File: src/rtl/i2crf_pkg.sv
// ============================================================================
// i2crf_pkg
// Shared types and constants for the I2C slave register file with cipher.
// ============================================================================
package i2crf_pkg;

    localparam int REG_COUNT     = 256;
    localparam int ADDR_W        = $clog2(REG_COUNT);
    localparam int CIPHER_PERIOD = 8;
    localparam int KEY_IDX_W     = $clog2(CIPHER_PERIOD);
    localparam int KEY_W         = 8 * CIPHER_PERIOD;

    // Request codes
    localparam logic [2:0] REQ_WR_ADDR   = 3'd0;
    localparam logic [2:0] REQ_RX_DATA   = 3'd1;
    localparam logic [2:0] REQ_STOP      = 3'd2;
    localparam logic [2:0] REQ_RD_ADDR   = 3'd3;
    localparam logic [2:0] REQ_RD_NEXT   = 3'd4;
    localparam logic [2:0] REQ_HOST_WR   = 3'd5;

    localparam logic [7:0] CIPHER_ON_VALUE  = 8'hAA;
    localparam logic [7:0] CIPHER_CTRL_ADDR = 8'hF0;
    localparam logic [7:0] KEY_BLOCK_LOW    = 8'h4C;
    localparam logic [7:0] KEY_BLOCK_END    = 8'h50;
    localparam logic [7:0] SAMPLE_LIMIT     = 8'h06;

    // APB register map: byte address 8*i
    localparam int          PADDR_W   = 4;
    localparam int          PDATA_W   = 64;
    localparam logic        REG_FT    = 1'b0;
    localparam logic        REG_SB    = 1'b1;

    typedef struct packed {
        logic [2:0] req_type;
        logic [7:0] data_byte;
        logic [7:0] host_addr;
    } in_item_t;

    typedef struct packed {
        logic [7:0] tx_byte;
        logic       tx_valid;
        logic       sample_request;
        logic       write_done;
        logic [7:0] write_start_addr;
        logic [7:0] write_length;
        logic       key_block_done;
    } out_item_t;

    typedef struct packed {
        logic [KEY_W-1:0] ft_bytes;
        logic [KEY_W-1:0] sb_bytes;
    } cfg_t;

    // Controller to datapath commands
    typedef struct packed {
        logic capture;   // latch item and launch register file read
        logic exec;      // apply item, load result register
    } dp_cmd_t;

endpackage

File: src/rtl/i2crf_apb.sv
// ============================================================================
// i2crf_apb
// APB configuration registers holding the additive and xor key bytes.
// ============================================================================
module i2crf_apb
    import i2crf_pkg::*;
(
    input  logic               clk,
    input  logic               rst_n,
    input  logic               psel,
    input  logic               penable,
    input  logic               pwrite,
    input  logic [PADDR_W-1:0] paddr,
    input  logic [PDATA_W-1:0] pwdata,
    output logic [PDATA_W-1:0] prdata,
    output logic               pready,
    output cfg_t               cfg
);

    logic [KEY_W-1:0] ft_reg;
    logic [KEY_W-1:0] sb_reg;
    logic             wr_en;
    logic             reg_sel;

    assign pready  = 1'b1;
    assign wr_en   = psel && penable && pwrite;
    // Registers are 8 bytes apart; bit 3 picks the register.
    assign reg_sel = paddr[3];

    always_ff @(posedge clk or negedge rst_n)
    begin
        if (!rst_n)
        begin
            ft_reg <= '0;
            sb_reg <= '0;
        end
        else if (wr_en)
        begin
            unique case (reg_sel)
                REG_FT:  ft_reg <= pwdata[KEY_W-1:0];
                REG_SB:  sb_reg <= pwdata[KEY_W-1:0];
                default: ;
            endcase
        end
    end

    always_comb
    begin
        unique case (reg_sel)
            REG_FT:  prdata = ft_reg;
            REG_SB:  prdata = sb_reg;
            default: prdata = '0;
        endcase
    end

    assign cfg.ft_bytes = ft_reg;
    assign cfg.sb_bytes = sb_reg;

endmodule

File: src/rtl/i2crf_ctrl.sv
// ============================================================================
// i2crf_ctrl
// Controller: accepts one transaction, runs the execute cycle, owns the
// result handshake.
// ============================================================================
module i2crf_ctrl
    import i2crf_pkg::*;
(
    input  logic    clk,
    input  logic    rst_n,
    input  logic    in_valid,
    output logic    in_ready,
    output logic    out_valid,
    input  logic    out_ready,
    output dp_cmd_t cmd
);

    typedef enum logic [1:0] {
        ST_IDLE = 2'b01,
        ST_EXEC = 2'b10
    } state_t;

    state_t state_reg;
    state_t state_next;
    logic   out_valid_reg;
    logic   out_valid_next;
    logic   accept;

    // A new item may enter while the previous result is being taken.
    assign in_ready = (state_reg == ST_IDLE) && (!out_valid_reg || out_ready);
    assign accept   = in_valid && in_ready;

    always_comb
    begin
        state_next  = state_reg;
        cmd.capture = 1'b0;
        cmd.exec    = 1'b0;
        unique case (state_reg)
            ST_IDLE:
            begin
                if (accept)
                begin
                    cmd.capture = 1'b1;
                    state_next  = ST_EXEC;
                end
            end
            ST_EXEC:
            begin
                cmd.exec   = 1'b1;
                state_next = ST_IDLE;
            end
            default: state_next = ST_IDLE;
        endcase
    end

    always_comb
    begin
        out_valid_next = out_valid_reg;
        if (out_valid_reg && out_ready)
            out_valid_next = 1'b0;
        if (cmd.exec)
            out_valid_next = 1'b1;
    end

    always_ff @(posedge clk or negedge rst_n)
    begin
        if (!rst_n)
        begin
            state_reg     <= ST_IDLE;
            out_valid_reg <= 1'b0;
        end
        else
        begin
            state_reg     <= state_next;
            out_valid_reg <= out_valid_next;
        end
    end

    assign out_valid = out_valid_reg;

endmodule

File: src/rtl/i2crf_dp.sv
// ============================================================================
// i2crf_dp
// Datapath: register file, pointer, transfer count, cipher and result
// register.
// ============================================================================
module i2crf_dp
    import i2crf_pkg::*;
(
    input  logic      clk,
    input  logic      rst_n,
    input  dp_cmd_t   cmd,
    input  in_item_t  in_item,
    input  cfg_t      cfg,
    output out_item_t out_item
);

    logic [7:0]          mem [REG_COUNT];
    logic [REG_COUNT-1:0] vld_reg;
    logic [REG_COUNT-1:0] vld_next;

    in_item_t    item_reg;
    logic [7:0]  rdata_reg;
    logic        rvld_reg;
    logic [7:0]  rd_byte;

    logic [ADDR_W-1:0] ptr_reg;
    logic [ADDR_W-1:0] ptr_next;
    logic              pset_reg;
    logic              pset_next;
    logic [7:0]        cnt_reg;
    logic [7:0]        cnt_next;
    logic              cipher_reg;
    logic              cipher_next;

    out_item_t   res_reg;
    out_item_t   res_next;

    logic              we;
    logic [ADDR_W-1:0] waddr;
    logic [7:0]        wdata;

    logic [KEY_IDX_W-1:0] kidx;
    logic [7:0]           ft_k;
    logic [7:0]           sb_k;
    logic [7:0]           start;
    logic [8:0]           span_end;

    assign kidx = ptr_reg[KEY_IDX_W-1:0];
    assign ft_k = cfg.ft_bytes[8*kidx +: 8];
    assign sb_k = cfg.sb_bytes[8*kidx +: 8];

    // Entries never written read as zero.
    assign rd_byte  = rvld_reg ? rdata_reg : 8'h00;
    assign start    = ptr_reg - cnt_reg;
    assign span_end = {1'b0, start} + {1'b0, cnt_reg};

    always_comb
    begin
        ptr_next    = ptr_reg;
        pset_next   = pset_reg;
        cnt_next    = cnt_reg;
        res_next    = '0;
        we          = 1'b0;
        waddr       = ptr_reg;
        wdata       = item_reg.data_byte;

        case (item_reg.req_type) inside
            REQ_WR_ADDR: pset_next = 1'b0;
            REQ_RX_DATA:
            begin
                if (pset_reg)
                begin
                    we = 1'b1;
                    if (cipher_reg && (ptr_reg != CIPHER_CTRL_ADDR))
                        wdata = (item_reg.data_byte ^ sb_k) + ft_k;
                    ptr_next = ptr_reg + 1'b1;
                    cnt_next = cnt_reg + 1'b1;
                end
                else
                begin
                    ptr_next  = item_reg.data_byte;
                    pset_next = 1'b1;
                    cnt_next  = '0;
                end
            end
            REQ_STOP:
            begin
                res_next.write_done       = 1'b1;
                res_next.write_start_addr = start;
                res_next.write_length     = cnt_reg;
                res_next.key_block_done   = (start >= KEY_BLOCK_LOW)
                                         && (start < KEY_BLOCK_END)
                                         && (span_end == {1'b0, KEY_BLOCK_END});
            end
            REQ_RD_ADDR, REQ_RD_NEXT:
            begin
                res_next.tx_valid = 1'b1;
                res_next.tx_byte  = cipher_reg ? ((rd_byte - ft_k) ^ sb_k) : rd_byte;
                ptr_next          = ptr_reg + 1'b1;
                if (item_reg.req_type == REQ_RD_ADDR)
                begin
                    res_next.sample_request = (ptr_reg < SAMPLE_LIMIT);
                    cnt_next                = 8'd1;
                end
                else
                begin
                    cnt_next = cnt_reg + 1'b1;
                end
            end
            REQ_HOST_WR:
            begin
                we    = 1'b1;
                waddr = item_reg.host_addr;
            end
            default: ;
        endcase
    end

    // Cipher enable mirrors whether the control register holds the on value.
    always_comb
    begin
        cipher_next = cipher_reg;
        if (we && (waddr == CIPHER_CTRL_ADDR))
            cipher_next = (wdata == CIPHER_ON_VALUE);
    end

    always_comb
    begin
        vld_next = vld_reg;
        if (we)
            vld_next[waddr] = 1'b1;
    end

    always_ff @(posedge clk)
    begin
        if (cmd.exec && we)
            mem[waddr] <= wdata;
        if (cmd.capture)
            rdata_reg <= mem[ptr_reg];
    end

    always_ff @(posedge clk)
    begin
        if (cmd.capture)
        begin
            item_reg <= in_item;
            rvld_reg <= vld_reg[ptr_reg];
        end
        if (cmd.exec)
            res_reg <= res_next;
    end

    always_ff @(posedge clk or negedge rst_n)
    begin
        if (!rst_n)
        begin
            vld_reg    <= '0;
            ptr_reg    <= '0;
            pset_reg   <= 1'b0;
            cnt_reg    <= '0;
            cipher_reg <= 1'b0;
        end
        else if (cmd.exec)
        begin
            vld_reg    <= vld_next;
            ptr_reg    <= ptr_next;
            pset_reg   <= pset_next;
            cnt_reg    <= cnt_next;
            cipher_reg <= cipher_next;
        end
    end

    assign out_item = res_reg;

endmodule

File: src/rtl/i2c_slave_register_file_cipher.sv
// ============================================================================
// i2c_slave_register_file_cipher
// Byte-level I2C slave register file with auto-increment pointer and cipher.
// ============================================================================
// Usage:
//   in_valid/in_ready/in_item carries one bus or host event per transaction;
//   out_valid/out_ready/out_item returns exactly one result per event.
//   The user must write ft_bytes/sb_bytes over the APB port (0x0, 0x8) only
//   while the block is idle, which it does not enforce; pready is tied high.
// Sequence: the accept cycle latches the item and launches the register
//   file read; the execute/write cycle then applies it and loads the output
//   register. No new transaction is taken until the execute cycle is done.
// Reset: all register file entries read as zero, pointer and count clear,
//   cipher off, keys zero. No clearing pass is needed: per-entry valid bits
//   are cleared at once.
// Stall: a held result stays in the output register. The next item is taken
//   in the cycle the result is taken, else input waits until it drains.
// ============================================================================
module i2c_slave_register_file_cipher
    import i2crf_pkg::*;
(
    input  logic               clk,
    input  logic               rst_n,
    input  logic               in_valid,
    output logic               in_ready,
    input  in_item_t           in_item,
    output logic               out_valid,
    input  logic               out_ready,
    output out_item_t          out_item,
    input  logic               psel,
    input  logic               penable,
    input  logic               pwrite,
    input  logic [PADDR_W-1:0] paddr,
    input  logic [PDATA_W-1:0] pwdata,
    output logic [PDATA_W-1:0] prdata,
    output logic               pready
);

    cfg_t    cfg;
    dp_cmd_t cmd;

    i2crf_apb u_apb (
        .clk     (clk),
        .rst_n   (rst_n),
        .psel    (psel),
        .penable (penable),
        .pwrite  (pwrite),
        .paddr   (paddr),
        .pwdata  (pwdata),
        .prdata  (prdata),
        .pready  (pready),
        .cfg     (cfg)
    );

    i2crf_ctrl u_ctrl (
        .clk       (clk),
        .rst_n     (rst_n),
        .in_valid  (in_valid),
        .in_ready  (in_ready),
        .out_valid (out_valid),
        .out_ready (out_ready),
        .cmd       (cmd)
    );

    i2crf_dp u_dp (
        .clk      (clk),
        .rst_n    (rst_n),
        .cmd      (cmd),
        .in_item  (in_item),
        .cfg      (cfg),
        .out_item (out_item)
    );

    // One transaction in flight: no accept in the cycle after an accept.
    a_single_inflight: assert property (@(posedge clk) disable iff (!rst_n)
        (in_valid && in_ready) |=> !in_ready)
        else $error("accepted a transaction during execute");

    // Every accepted transaction produces a result once the execute state has loaded the output register.
    a_result_latency: assert property (@(posedge clk) disable iff (!rst_n)
        (in_valid && in_ready) |-> ##2 out_valid)
        else $error("result missing after accepted transaction");

    // Transmit byte is zero unless it is a read result.
    a_tx_zero: assert property (@(posedge clk) disable iff (!rst_n)
        (out_valid && !out_item.tx_valid) |-> (out_item.tx_byte == 8'h00))
        else $error("tx_byte set without tx_valid");

    // Write report fields are zero unless a stop is reported.
    a_report_zero: assert property (@(posedge clk) disable iff (!rst_n)
        (out_valid && !out_item.write_done) |->
        (out_item.write_length == 8'h00 && out_item.write_start_addr == 8'h00
         && !out_item.key_block_done))
        else $error("write report set without write_done");

endmodule
File: config.mk
export PLATFORM = sky130hd
export DESIGN_NAME = i2c_slave_register_file_cipher
export DESIGN_NICKNAME = d
export VERILOG_FILES = /design/src/rtl/i2crf_pkg.sv /design/src/rtl/i2crf_apb.sv /design/src/rtl/i2crf_ctrl.sv /design/src/rtl/i2crf_dp.sv /design/src/rtl/i2c_slave_register_file_cipher.sv
export SDC_FILE = /design/constraint.sdc
export NUM_CORES = 2
export LEC_CHECK = 0
export ABC_AREA = 1
export BUFFER_PORTS_ARGS = -buffer_cell sky130_fd_sc_hd__buf_2
export CAP_MARGIN = 5
export CORE_AREA = 3 3 489 491
export DETAILED_ROUTE_END_ITERATION = 8
export DIE_AREA = 0 0 492 494
export SLEW_MARGIN = 20
export SYNTH_ARGS = -nofsm -noshare
export SYNTH_HDL_FRONTEND = slang
export SYNTH_SLANG_ARGS = --single-unit
File: constraint.sdc
create_clock -name clk -period 34.8 [get_ports clk]
set_input_delay 3.48 -clock clk [delete_from_list [all_inputs] [get_ports clk]]
set_output_delay 3.48 -clock clk [all_outputs]
set_load 0.005 [all_outputs]
==> out/metrics.yaml <==
dp_cells: 12900
num_vias: 73600
largest_reg_flops: 2048
clk_latency_ns: 0.96
syn_nets: 10200
numPortBuffers: 184
gr-total-overflow: 0
grt_max_degree: 188
critical_path_class: "in2out"
rows: 178
grt_pass1_wl_mm: 455
worstPathArrival_ns: 5.65
area_delta_synth_final_pct: 11.4
fin_skew_ns: 0.0770
cpLargestDelayFamily: "buffers and inverters"
holdPathStages: 2
final.setup.tns_ns: 0
async_flop_share: 0.161
drv_slew: 0
wl_mm: 307
routabilityCongestion: 0.898
ys_types: 47
synth_warnings: 0
power.total_mw: 9.08
dpl-instance-area_sq_um: 109000
rsz0062_at_grt: "false"
viasPerCell: 5.50
worst_pin_slew_ns: 1.16
critPathBufInv: 5
instances_no_fill: 13400
grt_pass1_vias: 70000
hp-start: "u_dp.vld_reg[116]"
drc: 0
cap_violations: 0
ir_drop_mv: 0.0751
die_area_sq_um: 243000
clk_pin_slew_ns: 0.06
syn_area_per_cell_sq_um: 10.5
setup_viol: 0
synth_top_cell_by_area: "edfxtp_1"
finalCriticalPeriod_ns: 9.13
root_buffer: "clkbuf_16"
finalCritPeriodShare: 0.262
cpMaxStageDelayCell: "buf_4"
setup_slack_ns: 25.67
hold_path_class: "reg2reg"
synth_edf_count: 2104
hold_violations: 0
dieWidth_um: 492
drtPass1Iterations: 8
fp.dieH_um: 494
r2r-start: "u_dp.ptr_reg[1]"
ant_nets: 0
final_area_sq_um: 118000
drive_gt1_frac: 0.0765
nFillCells: 21000
nets: 10200
synthesis.area_sq_um: 106000
clock-sinks: 2509
io_pins: 189
critPathRequiredTime_ns: 31.32
dpl.hpwl_mm: 176
antenna_found_initial: 12
synthFlopType: "edfxtp_1"
cts_htree_levels: 5
cts_setup_buffers: 0
initial_core_util: 0.450
crit_cells: 7
cts-resized-gates: 0
status: "finished clean"
synth_cells: 10000
crit_path_start: "paddr[3]"
drt-wirelength-per-cell_um: 23.0
drtIter0Drc: 8043
relSlewSlack: 0.226
cts_buffers: 280
startpoint_type: "input port"
cp-end-kind: "primary output"
timing.fmax_mhz: 109
synth.most_common_cell: "nand2_1"
holdWs_ns: 0.453
yosys-top-cells-area: "edfxtp_1, dfrtp_1, nand2_1, nor2_1, o21ai_0"
core_sq_um: 235000
crit_chain: "buf_2 > buf_4 > inv_1 > buf_4 > nand2_1 > nand2_1 > buf_2"
utilization: 0.501
critPathMaxFanout: 61
ys_ff_latch: 2509
track_usage: 0.247
place_ws_ns: 25.73
power_per_cell_area_nw_per_um2: 77.1
postCtsHoldBufs: 0
leakagePower_nw: 45.2
synthTopCellsByCount: "nand2_1, edfxtp_1, nor2_1"
reg2regPathDepth: 18
clock_path_buffers: 4
seq_area_frac_synth: 0.693
critPathMaxStageDelay_ns: 0.64
synth_top_area_share: 0.597
cts_tree: "built"
-- worst reg2reg max path, stage by stage, from the launching register on --
cell and delay, ns:
dfrtp_4 0.54, inv_8 0.30, buf_4 0.59, buf_4 0.57, o21ai_0 0.23, o221ai_1 0.17, o21ai_0 0.37, xor2_1 0.40
inv_1 0.08, ha_1 0.20, a21oi_1 0.20, nand2_1 0.13, a31oi_1 0.22, nand3_1 0.13, nand3_1 0.10, nand2_1 0.09
nand2_4 0.27, buf_4 0.64, buf_4 0.82
-- power breakdown --
| group | leakage, nW | internal [mW] | switching (mW) |
|---|---|---|---|
| clock network | 4.08 | 1.60 | 1.16 |
| registers | 24.4 | 3.35 | 0.0406 |
| logic | 16.7 | 0.795 | 2.14 |
-- layout by cell type, fill, tap and decap left out, types with 52 or more instances in the layout --
cell type  count
nand2_1     2194
edfxtp_1    2104
nor2_1      1835
o21ai_0     1348
inv_1        534
dfrtp_1      401
nand3_1      319
clkbuf_16    288
a21oi_1      205
buf_2        183
o22ai_1      129
buf_4        102
clkbuf_1      87
or2_2         71
clkinv_1      52
-- logic make-up (layout without fill, tap and decap cells) --
group / Yosys count / after routing / synth area share
AO/OA/AOI/OAI: 1751 / 1751 / 0.0857
adder cells (fa/ha/maj): 36 / 36 / 0.00447
other: 1 / 5 / 0.0000355
flip-flops: 2509 / 2509 / 0.693
buffers and inverters: 1160 / 1341 / 0.0435
XOR/XNOR: 29 / 29 / 0.00240
AND/OR/NAND/NOR: 4563 / 4563 / 0.171
-- worst paths after layout --
path / end / slack [ns]
max: prdata[56] / 25.67
min: u_dp.vld_reg[116] / 0.45
max reg2reg: u_dp.mem[11][7] / 28.19
min reg2reg: u_dp.vld_reg[116] / 0.45
max in group asynchronous: u_dp.vld_reg[28] / 29.04
min in group asynchronous: u_apb.ft_reg[18] / 2.65
-- layout make-up --
class / count / area, sq um / area share
Inverter: 554 / 2130 / 0.0181
Tap cell: 3150 / 3940 / 0.0335
Timing Repair Buffer: 303 / 2030 / 0.0172
Clock inverter: 97 / 672 / 0.00570
Multi-Input combinational cell: 6380 / 28000 / 0.238
Antenna cell: 4 / 10.0 / 0.0000850
Clock buffer: 387 / 7700 / 0.0654
Sequential cell: 2509 / 73300 / 0.623
-- metal layers --
layer | wire (um) | track usage | vias up
met3 | 26100 | 0.0452 | 536
met4 | 12000 | 0.0962 | 8
met5 | 56 | 0 | -
met1 | 129000 | 0.345 | 36100
met2 | 140000 | 0.386 | 3129
li1 | - | - | 33900
Note: power is estimated with default switching activity, not from simulation.
